File: src/ilha_pkg.sv
`timescale 1ns / 1ps
package ilha_pkg;
    localparam int HeapBytes = 65536;
    localparam int TagWords = HeapBytes / 4;
    localparam int AW = $clog2(TagWords);
    localparam int BW = 17;
    localparam int DW = 17;
    localparam logic [BW-1:0] HEAP_LIMIT = BW'(HeapBytes);
    localparam logic [BW-1:0] INIT_EXTEND = BW'(1 << 12);
    localparam logic [1:0] ST_DONE = 2'd0;
    localparam logic [1:0] ST_ZERO = 2'd1;
    localparam logic [1:0] ST_OOM = 2'd2;
    localparam logic OP_ALLOC = 1'b0;
    localparam logic OP_FREE = 1'b1;

    typedef struct packed {
        logic we;
        logic [AW-1:0] waddr;
        logic [DW-1:0] wdata;
        logic [AW-1:0] raddr;
    } mem_req_t;

    function automatic logic [AW-1:0] widx(input logic [BW-1:0] a);
        widx = a[AW+1:2];
    endfunction
endpackage

File: src/ilha_if.sv
`timescale 1ns / 1ps
interface ilha_req_if;
    logic valid;
    logic ready;
    logic op;
    logic [16:0] request_bytes;
    logic [15:0] block_address;
    modport source (output valid, op, request_bytes, block_address, input ready);
    modport sink (input valid, op, request_bytes, block_address, output ready);
endinterface

interface ilha_rsp_if;
    logic valid;
    logic ready;
    logic [15:0] payload_address;
    logic [1:0] status;
    modport source (output valid, payload_address, status, input ready);
    modport sink (input valid, payload_address, status, output ready);
endinterface

interface ilha_cfg_if;
    logic valid;
    logic ready;
    logic [16:0] data;
    modport source (output valid, data, input ready);
    modport sink (input valid, data, output ready);
endinterface

File: src/ilha_ctrl.sv
`timescale 1ns / 1ps
module ilha_ctrl
    import ilha_pkg::*;
(
    input  logic clk,
    input  logic rst_n,
    ilha_req_if.sink req,
    ilha_rsp_if.source rsp,
    ilha_cfg_if.sink cfg,
    output mem_req_t mreq,
    input  logic [DW-1:0] rdata
);
    typedef enum logic [15:0] {
        S_CLR  = 16'b0000000000000001,
        S_IDLE = 16'b0000000000000010,
        S_WALK = 16'b0000000000000100,
        S_WCHK = 16'b0000000000001000,
        S_GROW = 16'b0000000000010000,
        S_MPRV = 16'b0000000000100000,
        S_MPRD = 16'b0000000001000000,
        S_MNXT = 16'b0000000010000000,
        S_MNXD = 16'b0000000100000000,
        S_MPPR = 16'b0000001000000000,
        S_MPPD = 16'b0000010000000000,
        S_WR   = 16'b0000100000000000,
        S_PLC  = 16'b0001000000000000,
        S_RSP  = 16'b0010000000000000,
        S_INIT = 16'b0100000000000000,
        S_PLCD = 16'b1000000000000000
    } state_t;

    state_t state_reg, state_next;
    logic [AW-1:0] clr_reg, clr_next;
    logic [BW-1:0] extend_reg, extend_next;
    logic [BW-1:0] brk_reg, brk_next;
    logic op_reg, op_next;
    logic [BW-1:0] asize_reg, asize_next;
    logic [BW-1:0] addr_reg, addr_next;
    logic [BW-1:0] bp_reg, bp_next;
    logic [BW-1:0] size_reg, size_next;
    logic [BW-1:0] prv_reg, prv_next;
    logic prvu_reg, prvu_next;
    logic [BW-1:0] nsz_reg, nsz_next;
    logic nxtu_reg, nxtu_next;
    logic [BW-1:0] wa_reg [4];
    logic [BW-1:0] wa_next [4];
    logic [DW-1:0] wd_reg [4];
    logic [DW-1:0] wd_next [4];
    logic [2:0] wn_reg, wn_next;
    logic [1:0] wi_reg, wi_next;
    logic [1:0] ret_reg, ret_next;
    logic [15:0] pa_reg, pa_next;
    logic [1:0] st_reg, st_next;
    logic placed_reg, placed_next;

    localparam logic [1:0] R_PLACE = 2'd0;
    localparam logic [1:0] R_DONE = 2'd1;
    localparam logic [1:0] R_INIT = 2'd2;

    logic [BW-1:0] rsz;
    logic rused;
    logic [BW:0] want, gsz, room;
    logic [BW:0] rq_sum;
    logic [BW-1:0] rq_round;

    assign rsz = {rdata[BW-1:3], 3'b000};
    assign rused = rdata[0];
    assign req.ready = (state_reg == S_IDLE);
    assign cfg.ready = (state_reg == S_IDLE);
    assign rsp.valid = (state_reg == S_RSP);
    assign rsp.payload_address = pa_reg;
    assign rsp.status = st_reg;
    assign rq_sum = ({1'b0, req.request_bytes} + 18'd15) & ~18'd7;
    // oversized requests saturate so that they can never fit
    assign rq_round = rq_sum[BW] ? {{(BW-3){1'b1}}, 3'b000} : rq_sum[BW-1:0];

    always_comb
    begin
        want = (asize_reg > extend_reg) ? {1'b0, asize_reg} : {1'b0, extend_reg};
        gsz = ((want >> 2) + 18'd1) & ~18'd1;
        gsz = gsz << 2;
        room = (BW + 1)'(HeapBytes) - {1'b0, brk_reg};
    end

    always_comb
    begin
        state_next = state_reg;
        clr_next = clr_reg;
        extend_next = extend_reg;
        brk_next = brk_reg;
        op_next = op_reg;
        asize_next = asize_reg;
        addr_next = addr_reg;
        bp_next = bp_reg;
        size_next = size_reg;
        prv_next = prv_reg;
        prvu_next = prvu_reg;
        nsz_next = nsz_reg;
        nxtu_next = nxtu_reg;
        wa_next = wa_reg;
        wd_next = wd_reg;
        wn_next = wn_reg;
        wi_next = wi_reg;
        ret_next = ret_reg;
        pa_next = pa_reg;
        st_next = st_reg;
        placed_next = placed_reg;
        mreq = '0;
        if (cfg.valid && cfg.ready)
        begin
            extend_next = cfg.data;
        end
        unique case (state_reg)
            S_CLR:
            begin
                mreq.we = 1'b1;
                mreq.waddr = clr_reg;
                mreq.wdata = '0;
                // prologue header and footer, epilogue
                if (clr_reg == AW'(1) || clr_reg == AW'(2))
                begin
                    mreq.wdata = DW'(9);
                end
                else if (clr_reg == AW'(3))
                begin
                    mreq.wdata = DW'(1);
                end
                clr_next = clr_reg + 1'b1;
                if (clr_reg == AW'(TagWords - 1))
                begin
                    brk_next = BW'(16);
                    asize_next = '0;
                    extend_next = INIT_EXTEND;
                    ret_next = R_INIT;
                    state_next = S_GROW;
                end
            end
            S_INIT:
            begin
                state_next = S_IDLE;
            end
            S_IDLE:
            begin
                if (req.valid)
                begin
                    op_next = req.op;
                    pa_next = '0;
                    st_next = ST_DONE;
                    placed_next = 1'b0;
                    addr_next = {1'b0, req.block_address};
                    bp_next = BW'(16);
                    asize_next = (req.request_bytes <= 17'd8) ? BW'(16) : rq_round;
                    if (req.op == OP_ALLOC && req.request_bytes == '0)
                    begin
                        st_next = ST_ZERO;
                        state_next = S_RSP;
                    end
                    else
                    begin
                        state_next = S_WALK;
                    end
                end
            end
            S_WALK:
            begin
                mreq.raddr = widx(bp_reg - BW'(4));
                if (bp_reg >= brk_reg)
                begin
                    state_next = (op_reg == OP_ALLOC) ? S_GROW : S_RSP;
                    ret_next = R_PLACE;
                end
                else if (op_reg == OP_FREE && bp_reg > addr_reg)
                begin
                    state_next = S_RSP;
                end
                else
                begin
                    state_next = S_WCHK;
                end
            end
            S_WCHK:
            begin
                size_next = rsz;
                if (rsz == '0)
                begin
                    ret_next = R_PLACE;
                    state_next = (op_reg == OP_ALLOC) ? S_GROW : S_RSP;
                end
                else if (op_reg == OP_ALLOC)
                begin
                    if (!rused && rsz >= asize_reg)
                    begin
                        state_next = S_PLC;
                    end
                    else
                    begin
                        bp_next = bp_reg + rsz;
                        state_next = S_WALK;
                    end
                end
                else if (bp_reg == addr_reg)
                begin
                    ret_next = R_DONE;
                    state_next = rused ? S_MPRV : S_RSP;
                end
                else
                begin
                    bp_next = bp_reg + rsz;
                    state_next = S_WALK;
                end
            end
            S_GROW:
            begin
                if (gsz == '0 || gsz > room)
                begin
                    st_next = ST_OOM;
                    state_next = (ret_reg == R_INIT) ? S_INIT : S_RSP;
                end
                else
                begin
                    bp_next = brk_reg;
                    size_next = BW'(gsz);
                    brk_next = brk_reg + BW'(gsz);
                    // new free block and epilogue written before the merge
                    wa_next[0] = brk_reg - BW'(4);
                    wd_next[0] = DW'(gsz);
                    wa_next[1] = brk_reg + BW'(gsz) - BW'(8);
                    wd_next[1] = DW'(gsz);
                    wa_next[2] = brk_reg + BW'(gsz) - BW'(4);
                    wd_next[2] = DW'(1);
                    wn_next = 3'd3;
                    wi_next = '0;
                    placed_next = 1'b1;
                    state_next = S_WR;
                end
            end
            S_MPRV:
            begin
                mreq.raddr = widx(bp_reg - BW'(8));
                state_next = S_MPRD;
            end
            S_MPRD:
            begin
                prvu_next = rdata[0];
                prv_next = bp_reg - rsz;
                state_next = S_MNXT;
            end
            S_MNXT:
            begin
                mreq.raddr = widx(bp_reg + size_reg - BW'(4));
                state_next = S_MNXD;
            end
            S_MNXD:
            begin
                nsz_next = rsz;
                nxtu_next = rused;
                state_next = S_MPPR;
            end
            S_MPPR:
            begin
                mreq.raddr = widx(prv_reg - BW'(4));
                state_next = S_MPPD;
            end
            S_MPPD:
            begin
                wi_next = '0;
                if (prvu_reg && nxtu_reg)
                begin
                    wa_next[0] = bp_reg - BW'(4);
                    wd_next[0] = DW'(size_reg);
                    wa_next[1] = bp_reg + size_reg - BW'(8);
                    wd_next[1] = DW'(size_reg);
                    wn_next = 3'd2;
                end
                else if (prvu_reg)
                begin
                    wa_next[0] = bp_reg - BW'(4);
                    wd_next[0] = DW'(size_reg + nsz_reg);
                    wa_next[1] = bp_reg + size_reg + nsz_reg - BW'(8);
                    wd_next[1] = DW'(size_reg + nsz_reg);
                    wn_next = 3'd2;
                end
                else
                begin
                    size_next = size_reg + rsz + (nxtu_reg ? BW'(0) : nsz_reg);
                    wa_next[0] = prv_reg - BW'(4);
                    wd_next[0] = DW'(size_next);
                    wa_next[1] = prv_reg + size_next - BW'(8);
                    wd_next[1] = DW'(size_next);
                    wn_next = 3'd2;
                    bp_next = prv_reg;
                end
                if (!prvu_reg && !nxtu_reg)
                begin
                    size_next = size_reg + rsz + nsz_reg;
                end
                else if (prvu_reg && !nxtu_reg)
                begin
                    size_next = size_reg + nsz_reg;
                end
                placed_next = 1'b0;
                state_next = S_WR;
            end
            S_WR:
            begin
                mreq.we = 1'b1;
                mreq.waddr = widx(wa_reg[wi_reg]);
                mreq.wdata = wd_reg[wi_reg];
                wi_next = wi_reg + 1'b1;
                if (3'(wi_reg) + 3'd1 == wn_reg)
                begin
                    if (placed_reg)
                    begin
                        // freshly grown block goes through the merge
                        placed_next = 1'b0;
                        state_next = S_MPRV;
                    end
                    else if (op_reg == OP_FREE && ret_reg == R_DONE)
                    begin
                        state_next = S_RSP;
                    end
                    else if (ret_reg == R_INIT)
                    begin
                        state_next = S_INIT;
                    end
                    else if (ret_reg == R_PLACE)
                    begin
                        state_next = S_PLC;
                    end
                    else
                    begin
                        state_next = S_RSP;
                    end
                end
            end
            S_PLC:
            begin
                pa_next = bp_reg[15:0];
                ret_next = R_DONE;
                op_next = OP_ALLOC;
                wi_next = '0;
                if (size_reg - asize_reg < BW'(8))
                begin
                    wa_next[0] = bp_reg - BW'(4);
                    wd_next[0] = DW'(size_reg | BW'(1));
                    wa_next[1] = bp_reg + size_reg - BW'(8);
                    wd_next[1] = DW'(size_reg | BW'(1));
                    wn_next = 3'd2;
                end
                else
                begin
                    wa_next[0] = bp_reg - BW'(4);
                    wd_next[0] = DW'(asize_reg | BW'(1));
                    wa_next[1] = bp_reg + asize_reg - BW'(8);
                    wd_next[1] = DW'(asize_reg | BW'(1));
                    wa_next[2] = bp_reg + asize_reg - BW'(4);
                    wd_next[2] = DW'(size_reg - asize_reg);
                    wa_next[3] = bp_reg + size_reg - BW'(8);
                    wd_next[3] = DW'(size_reg - asize_reg);
                    wn_next = 3'd4;
                end
                state_next = S_PLCD;
            end
            S_PLCD:
            begin
                state_next = S_WR;
            end
            S_RSP:
            begin
                if (rsp.ready)
                begin
                    state_next = S_IDLE;
                end
            end
            default:
            begin
                state_next = S_IDLE;
            end
        endcase
        if (state_reg == S_WCHK && op_reg == OP_FREE && bp_reg == addr_reg && rsz != '0
            && rused)
        begin
            // write the freed header and footer through the merge path
            size_next = rsz;
        end
    end

    always_ff @(posedge clk or negedge rst_n)
    begin
        if (!rst_n)
        begin
            state_reg <= S_CLR;
            clr_reg <= '0;
            extend_reg <= INIT_EXTEND;
            brk_reg <= BW'(16);
            op_reg <= OP_ALLOC;
            ret_reg <= R_INIT;
            placed_reg <= 1'b0;
            wn_reg <= '0;
            wi_reg <= '0;
        end
        else
        begin
            state_reg <= state_next;
            clr_reg <= clr_next;
            extend_reg <= extend_next;
            brk_reg <= brk_next;
            op_reg <= op_next;
            ret_reg <= ret_next;
            placed_reg <= placed_next;
            wn_reg <= wn_next;
            wi_reg <= wi_next;
        end
    end

    always_ff @(posedge clk)
    begin
        asize_reg <= asize_next;
        addr_reg <= addr_next;
        bp_reg <= bp_next;
        size_reg <= size_next;
        prv_reg <= prv_next;
        prvu_reg <= prvu_next;
        nsz_reg <= nsz_next;
        nxtu_reg <= nxtu_next;
        wa_reg <= wa_next;
        wd_reg <= wd_next;
        pa_reg <= pa_next;
        st_reg <= st_next;
    end
endmodule

File: src/flat_wrapper.sv
// flat-port wrapper written by rule: the top's interface ports become plain ports
module ilha_ctrl_flat import ilha_pkg::*;
  (clk, rst_n, mreq, rdata, req_valid, req_op, req_request_bytes, req_block_address, req_ready, rsp_valid, rsp_payload_address, rsp_status, rsp_ready, cfg_valid, cfg_data, cfg_ready);
  ilha_req_if req_i ();
  ilha_rsp_if rsp_i ();
  ilha_cfg_if cfg_i ();
  input  logic clk;
  input  logic rst_n;
  output mem_req_t mreq;
  input  logic [DW-1:0] rdata;
  input wire logic [$bits(req_i.valid)-1:0] req_valid;
  input wire logic [$bits(req_i.op)-1:0] req_op;
  input wire logic [$bits(req_i.request_bytes)-1:0] req_request_bytes;
  input wire logic [$bits(req_i.block_address)-1:0] req_block_address;
  output wire logic [$bits(req_i.ready)-1:0] req_ready;
  output wire logic [$bits(rsp_i.valid)-1:0] rsp_valid;
  output wire logic [$bits(rsp_i.payload_address)-1:0] rsp_payload_address;
  output wire logic [$bits(rsp_i.status)-1:0] rsp_status;
  input wire logic [$bits(rsp_i.ready)-1:0] rsp_ready;
  input wire logic [$bits(cfg_i.valid)-1:0] cfg_valid;
  input wire logic [$bits(cfg_i.data)-1:0] cfg_data;
  output wire logic [$bits(cfg_i.ready)-1:0] cfg_ready;
  assign req_i.valid = req_valid;
  assign req_i.op = req_op;
  assign req_i.request_bytes = req_request_bytes;
  assign req_i.block_address = req_block_address;
  assign req_ready = req_i.ready;
  assign rsp_valid = rsp_i.valid;
  assign rsp_payload_address = rsp_i.payload_address;
  assign rsp_status = rsp_i.status;
  assign rsp_i.ready = rsp_ready;
  assign cfg_i.valid = cfg_valid;
  assign cfg_i.data = cfg_data;
  assign cfg_ready = cfg_i.ready;
  ilha_ctrl u_core (.clk(clk), .rst_n(rst_n), .req(req_i), .rsp(rsp_i), .cfg(cfg_i), .mreq(mreq), .rdata(rdata));
endmodule
File: config.mk
export PLATFORM = sky130hd
export DESIGN_NAME = ilha_ctrl_flat
export DESIGN_NICKNAME = d
export VERILOG_FILES = /design/src/ilha_pkg.sv /design/src/ilha_if.sv /design/src/ilha_ctrl.sv /design/src/flat_wrapper.sv
export SDC_FILE = /design/constraint.sdc
export NUM_CORES = 1
export LEC_CHECK = 0
export BUFFER_PORTS_ARGS = -buffer_cell sky130_fd_sc_hd__buf_2
export CORE_ASPECT_RATIO = 0.7
export CORE_UTILIZATION = 45
export DETAILED_ROUTE_END_ITERATION = 10
export SKIP_LAST_GASP = 1
export SYNTH_ARGS = -nofsm -noshare
export SYNTH_HDL_FRONTEND = slang
export SYNTH_SLANG_ARGS = --single-unit
File: constraint.sdc
create_clock -name clk -period 15.05 [get_ports clk]
set_input_delay 3.01 -clock clk [delete_from_list [all_inputs] [get_ports clk]]
set_output_delay 3.01 -clock clk [all_outputs]
set_load 0.01 [all_outputs]
### Word-level counts from Yosys, hierarchy flattened

Index checks and enable logic that the tools add are counted.

| word-level totals | value |
|---|---|
| word-level logic and storage cells | 259 |
| bits in latches | 0 |
| ROM bits | 0 |
| bits of input ports | 73 |
| bits in writable memories | 0 |
| output and inout port bits | 67 |
| register bits after elaboration | 327 |
| memories | 0 |

| cells by class | value |
|---|---|
| shifts and indexed selects | 0 |
| reductions and logical operators | 51 |
| add/sub/neg operators | 30 |
| muxes and demuxes | 96 |
| $lt $le $gt $ge | 8 |
| bitwise logic cells | 3 |
| eq/ne operators | 43 |
| div/mod/pow operators | 0 |
| $mul | 0 |

Operators by type and width:

| cell | count |
|---|---|
| 2-to-1 mux 17 bit | 29 |
| 2-to-1 mux 16 bit | 15 |
| 2-to-1 mux 34 bit | 7 |
| one-hot mux 16 bit (14 select lines) | 1 |
| one-hot mux 34 bit (3 select lines) | 2 |
| adder 17 bit | 10 |
| one-hot mux 17 bit (2 select lines) | 4 |
| 2-to-1 mux 51 bit | 2 |
| subtractor 17 x 3 -> 17 bit, second input constant | 5 |
| subtractor 17 x 4 -> 17 bit, second input constant | 5 |
| 2-to-1 mux 14 bit | 5 |
| binary-select mux 17 bit (select 2 bit) | 2 |
| one-hot mux 17 bit (4 select lines) | 1 |
| one-hot mux 32 bit (2 select lines) | 1 |
| one-hot mux 14 bit (4 select lines) | 1 |
| one-hot mux 17 bit (3 select lines) | 1 |
| >= comparator 17 bit | 2 |
| zero test 17 bit | 2 |
| subtractor 17 bit | 2 |
| one-hot mux 16 bit (2 select lines) | 1 |
| == test 14 x 2 -> 1 bit, second input constant | 2 |
| adder 17 x 4 -> 18 bit, second input constant | 1 |
| greater-than comparator 18 bit | 1 |
| zero test 18 bit | 1 |
| 67 further kinds | 128 |

### Logic depth before layout (Yosys ltp)

| depth | value |
|---|---|
| depth in word-level cells | 8 |
| depth in mapped cells | 32 |
| mapped depth without buffers | 27 |

### Worst setup path before layout

OpenSTA, ideal clock, no wires.

| timing path | value |
|---|---|
| path kind | reg2reg |
| start point | register u_core.extend_reg[12] |
| end point | register u_core.wa_reg[19] in the netlist's numbering, enable pin |
| stages on the path, launching flop included | 30 |
| buffers on the path | 4 |
| period minus slack after synthesis | 7.902 ns |
| setup time | 0.462 ns |
| path slack | 7.148 ns |
| data required time | 14.588 ns |
| arrival | 7.440 ns |
| cells stage by stage | dfstp_2 > clkbuf_1 > inv_1 > ha_1 > nand2_1 > or3_4 > o21bai_1 > and3b_1 > nor2_1 > buf_2 > buf_1 > nand2_1 > o21ai_0 > ha_1 > clkbuf_1 > nand2_1 > or2_2 > nor2_1 > nand3_1 > a21oi_1 > a31oi_1 > xor2_1 > ha_1 > a21o_1 > a21o_1 > a21oi_1 > o31ai_1 > a211oi_1 > o22ai_1 > o21ai_0 |

| on the way | value |
|---|---|
| cells in the longest elaborated chain, start to end | 7 |
| elaborated cells between the ends (all ways) | 8 |
| those cells by class | add/sub (1); order compare (2); eq/ne (1); mux (1); reduce/logical (3) |

Ends and longest elaborated chain:

| what | RTL line | text |
|---|---|---|
| from (decl) | ilha_ctrl.sv:34 | `logic [BW-1:0] extend_reg, extend_next;` |
| from (signal assigned) | ilha_ctrl.sv:406 | `extend_reg <= extend_next;` |
| greater-than comparator 17 bit | ilha_ctrl.sv:79 | `want = (asize_reg > extend_reg) ? {1'b0, asize_reg} : {1'b0, extend_reg};` |
| 2-to-1 mux 17 bit (*) | ilha_ctrl.sv:79 |  |
| adder 16 x 1 -> 16 bit (*) | ilha_ctrl.sv:80 | `gsz = ((want >> 2) + 18'd1) & ~18'd1;` |
| greater-than comparator 18 bit or zero test 18 bit (tied branches) | ilha_ctrl.sv:214 | `if (gsz == '0 \|\| gsz > room)` |
| logical OR 1 bit (*) | ilha_ctrl.sv:214 |  |
| inequality test 2 bit (no line) (*) | n/a |  |
| AND reduction 3 bit (no line) (*) | n/a |  |
| to (signal assigned) | ilha_ctrl.sv:426 | `wa_reg <= wa_next;` |
| to (decl) | ilha_ctrl.sv:45 | `logic [BW-1:0] wa_reg [4];` |

Mark *: on every way between the ends. The rest lies on a longest branch, timed or not.
A chain may end at the register's enable or synchronous reset.

==> impl_metrics.csv <==
group,metric,value,unit
logic_synthesis,synth_largest_area_cell,"edfxtp_1",
timing,fin_crit_sh,57.6,%
critical_path,cp-start-kind,"primary input",
floorplanning,ios,140,
logic_synthesis,synth.most_common_cell,"ha_1",
logic_synthesis,synth_area,0.0259,sq mm
logic_synthesis,synthArstFlopShare,24.0,%
clock_tree,htree_levels,2,
logic_synthesis,synth-adder-area-share,14.0,%
logic_synthesis,synth-main-ff-cell,"edfxtp_1",
power,power_density,244,mW/mm^2
floorplanning,die_w,289,um
logic_synthesis,synthXorXnorAreaFrac,9.18,%
critical_path,arrival,9.10,ns
logic_synthesis,synthSimpleGateAreaFrac,17.3,%
cells_and_area,nFillCells,5391,
cells_and_area,nets,3396,
logic_synthesis,syn_area_per_cell,8.92,sq um
timing,final-setup-viol-count,0,
power,seqPwrFrac,18.7,%
hold_path,hold_class,"reg -> reg",
power,ir_drop,139,uV
route,routedWlPerCell,27.7,um
route,ant_nets,0,
critical_path,end_kind,"register",
floorplanning,num_rows,73,
cells_and_area,drive_gt1_share,10.2,%
logic_synthesis,synth_edf_count,219,
clock_tree,cts_tree,"built",
cells_and_area,fin_area,0.0288,sq mm
timing,slew_violations,0,
run_status,status,"complete, no violations",
timing,fin_crit,8.66,ns
place,portBuffers,137,
logic_synthesis,yosysWarnings,0,
power,leakage,12.1,nW
logic_synthesis,syn_inst,2903,
clock_tree,path_clk_slew,0.06,ns
logic_synthesis,yosys.area.top_type_share,25.4,%
critical_path,crit_required,15.49,ns
logic_synthesis,synth_area_leaders,"edfxtp_1 25%, ha_1 13%, dfrtp_1 6.4%",
clock_tree,cts_num_sinks,292,
global_routing,grt_pass1_vias,21900,
route,drc,0,
critical_path,r2r_slack,7.12,ns
global_routing,grt_usage,35.5,%
place,dpl_cell_area,0.0276,sq mm
critical_path,path_max_fanout,7,
critical_path,reg2reg_from,"u_core.asize_reg[15]",
clock_tree,postCtsHoldBufs,0,
route,vias,24300,
critical_path,reg2regPathDepth,24,
floorplanning,die_area,0.0585,sq mm
clock_tree,post_cts_buffers,0,
logic_synthesis,ys_types,90,
cells_and_area,final_cells,3819,
route,wirelength,106000,um
floorplanning,start_util,45.6,%
clock_tree,clock_latency,0.57,ns
logic_synthesis,synth_top_family_by_area,"compound AO/OA/AOI/OAI gates",
run,drv_cap,0,
logic_synthesis,ys_ff_latch,292,
global_routing,antenna_found_initial,8,
route,routed_via_density,6.36,
hold_path,hold_depth,1,
clock_tree,cts_resized,0,
timing,setup_tns,0,ns
power,comb_power_share,68.6,%
logic_synthesis,seq_area_frac_synth,32.4,%
route,drtPass1Iterations,6,
timing,hold_ws,0.517,ns
global_routing,globalRouteOverflowTotal,0,
timing,fmaxAchievable,0.115,GHz
power,clkPwrFrac,12.7,%
cells_and_area,final_util,50.7,%
floorplanning,core_area,0.0568,sq mm
timing,hold_viol,0,
place,dp_hpwl,83900,um
critical_path,worstReg2RegEnd,"u_core.wd_reg[46]",
logic_synthesis,synthMuxAreaShare,3.79,%
timing,rsz0062_at_grt,"no",
place,gp_congestion,1.03,
critical_path,crit_type,"in -> reg",
cells_and_area,area_delta_synth_final,11.2,%
clock_tree,cts-root-buf,"clkbuf_16",
logic_synthesis,synth_compound_area_share,18.3,%
floorplanning,die_h,203,um
route,drtIter0Drc,3379,
logic_synthesis,synthTopCellsByCount,"272 x ha_1, 269 x nor2_1, 230 x nand2_1",
power,switching_share,52.4,%
timing,slew_headroom,14.4,%
power,internal_power,3.35,mW
hold_path,hold_start,"u_core.wn_reg[0]",
power,p_switching,3.68,mW
timing,max_slew.worst_pin.slew,1.27,ns
clock_tree,clockBufferDepth,3,
global_routing,grt_pass1_wl,151000,um
global_routing,grt_max_degree,60,
timing,clock_skew,0.0278,ns
cells_and_area,largest_reg_flops,56,
hold_path,hold_end,"u_core.wn_reg[0]",
logic_synthesis,syn_nets,3259,
clock_tree,cts_buffers,34,
place,placed_cells,3754,
-- cells by family (layout without fill, tap and decap cells) --
family                   after synthesis  count (layout)
AND/OR/NAND/NOR                      924             924
AO/OA/AOI/OAI                        723             723
buffers and inverters                333             496
flip-flops                           292             292
adder cells (fa/ha/maj)              284             284
XOR/XNOR                             268             268
multiplexers                          79              79
other                                  0               3
-- area by class of cell --
cell class / count / area, sq um / area share [%]
antenna: 3 / 7.51 / 0.0261
clock buffer: 44 / 918 / 3.19
clock inverter: 18 / 241 / 0.839
inverter: 234 / 878 / 3.05
multi-input combinational: 2278 / 16200 / 56.4
sequential: 292 / 8390 / 29.2
tap: 750 / 938 / 3.26
timing repair buffer: 200 / 1160 / 4.03
-- routing by layer --
| layer | vias up | track usage [%] | wire (um) |
|---|---|---|---|
| met1 | 11800 | 55.0 | 48100 |
| met5 | - | 0 | 92 |
| met4 | 2 | 9.17 | 2900 |
| met2 | 1446 | 47.4 | 40700 |
| met3 | 164 | 10.1 | 13800 |
| li1 | 10900 | - | - |
-- worst max-delay path by stage --
stage,start,to,slack (ns),cells after the start
finish,rdata[3],u_core.wa_reg[49],6.39,25
global placement,rdata[3],u_core.wa_reg[49],6.03,25
CTS,rdata[3],u_core.wa_reg[49],6.55,25
floorplan,u_core.extend_reg[12],u_core.wa_reg[19],7.15,29
global route,rdata[3],u_core.wa_reg[48],6.15,26
detailed placement,rdata[3],u_core.wa_reg[49],5.97,25
-- through the flow --
stage	total power [mW]	setup WS, ns
4_1_cts	6.85	6.55
2_1_floorplan	4.28	7.15
6_report	7.02	6.39
3_5_place_dp	5.93	5.97
3_3_place_gp	5.86	6.03
5_1_grt	7.41	6.15
-- power by group through the flow --
stage	Sequential (mW)	Clock, mW	Combinational [mW]
floorplan	1.27	0	3.01
global placement	1.32	0	4.53
detailed placement	1.32	0	4.60
CTS	1.31	0.904	4.63
global route	1.32	0.930	5.15
finish	1.32	0.892	4.82
-- cell usage in the layout (no fill, tap or decap), types with 22 or more instances in the layout --
| cell type | Yosys | layout |
|---|---|---|
| a211oi_1 | 46 | 46 |
| a21o_1 | 43 | 43 |
| a21oi_1 | 174 | 174 |
| a22oi_1 | 26 | 26 |
| a31oi_1 | 22 | 22 |
| and2_1 | 36 | 36 |
| and3_1 | 27 | 27 |
| buf_2 | 9 | 136 |
| buf_4 | 1 | 64 |
| clkbuf_16 | 0 | 34 |
| dfrtp_1 | 66 | 65 |
| edfxtp_1 | 219 | 219 |
| ha_1 | 272 | 272 |
| inv_1 | 228 | 228 |
| mux2i_1 | 63 | 63 |
| nand2_1 | 230 | 230 |
| nand3_1 | 79 | 79 |
| nand4_1 | 27 | 27 |
| nor2_1 | 269 | 268 |
| nor2b_1 | 36 | 36 |
| nor3_1 | 84 | 84 |
| nor4_1 | 27 | 27 |
| o21a_1 | 30 | 30 |
| o21ai_0 | 171 | 170 |
| o22ai_1 | 23 | 23 |
| xnor2_1 | 179 | 179 |
| xor2_1 | 87 | 87 |
-- critical path, stage by stage --
cell and delay, ns:
buf_2 0.19, ha_1 0.27, fa_1 0.41, a21o_1 0.20, a21oi_1 0.24, o21ai_0 0.13, a21oi_1 0.29, o21bai_1 0.14
a21oi_1 0.23, xnor2_1 0.22, ha_1 0.35, nand3_1 0.10, a211oi_1 0.06, a2111oi_0 0.55, xor2_1 0.50, ha_1 0.33
inv_1 0.07, ha_1 0.26, a31o_2 0.22, a21oi_1 0.15, xnor3_1 0.41, nand2_1 0.10, and4_1 0.20, a2bb2oi_1 0.29
a211o_1 0.17
No activity file was read; power rests on OpenSTA's default activity.
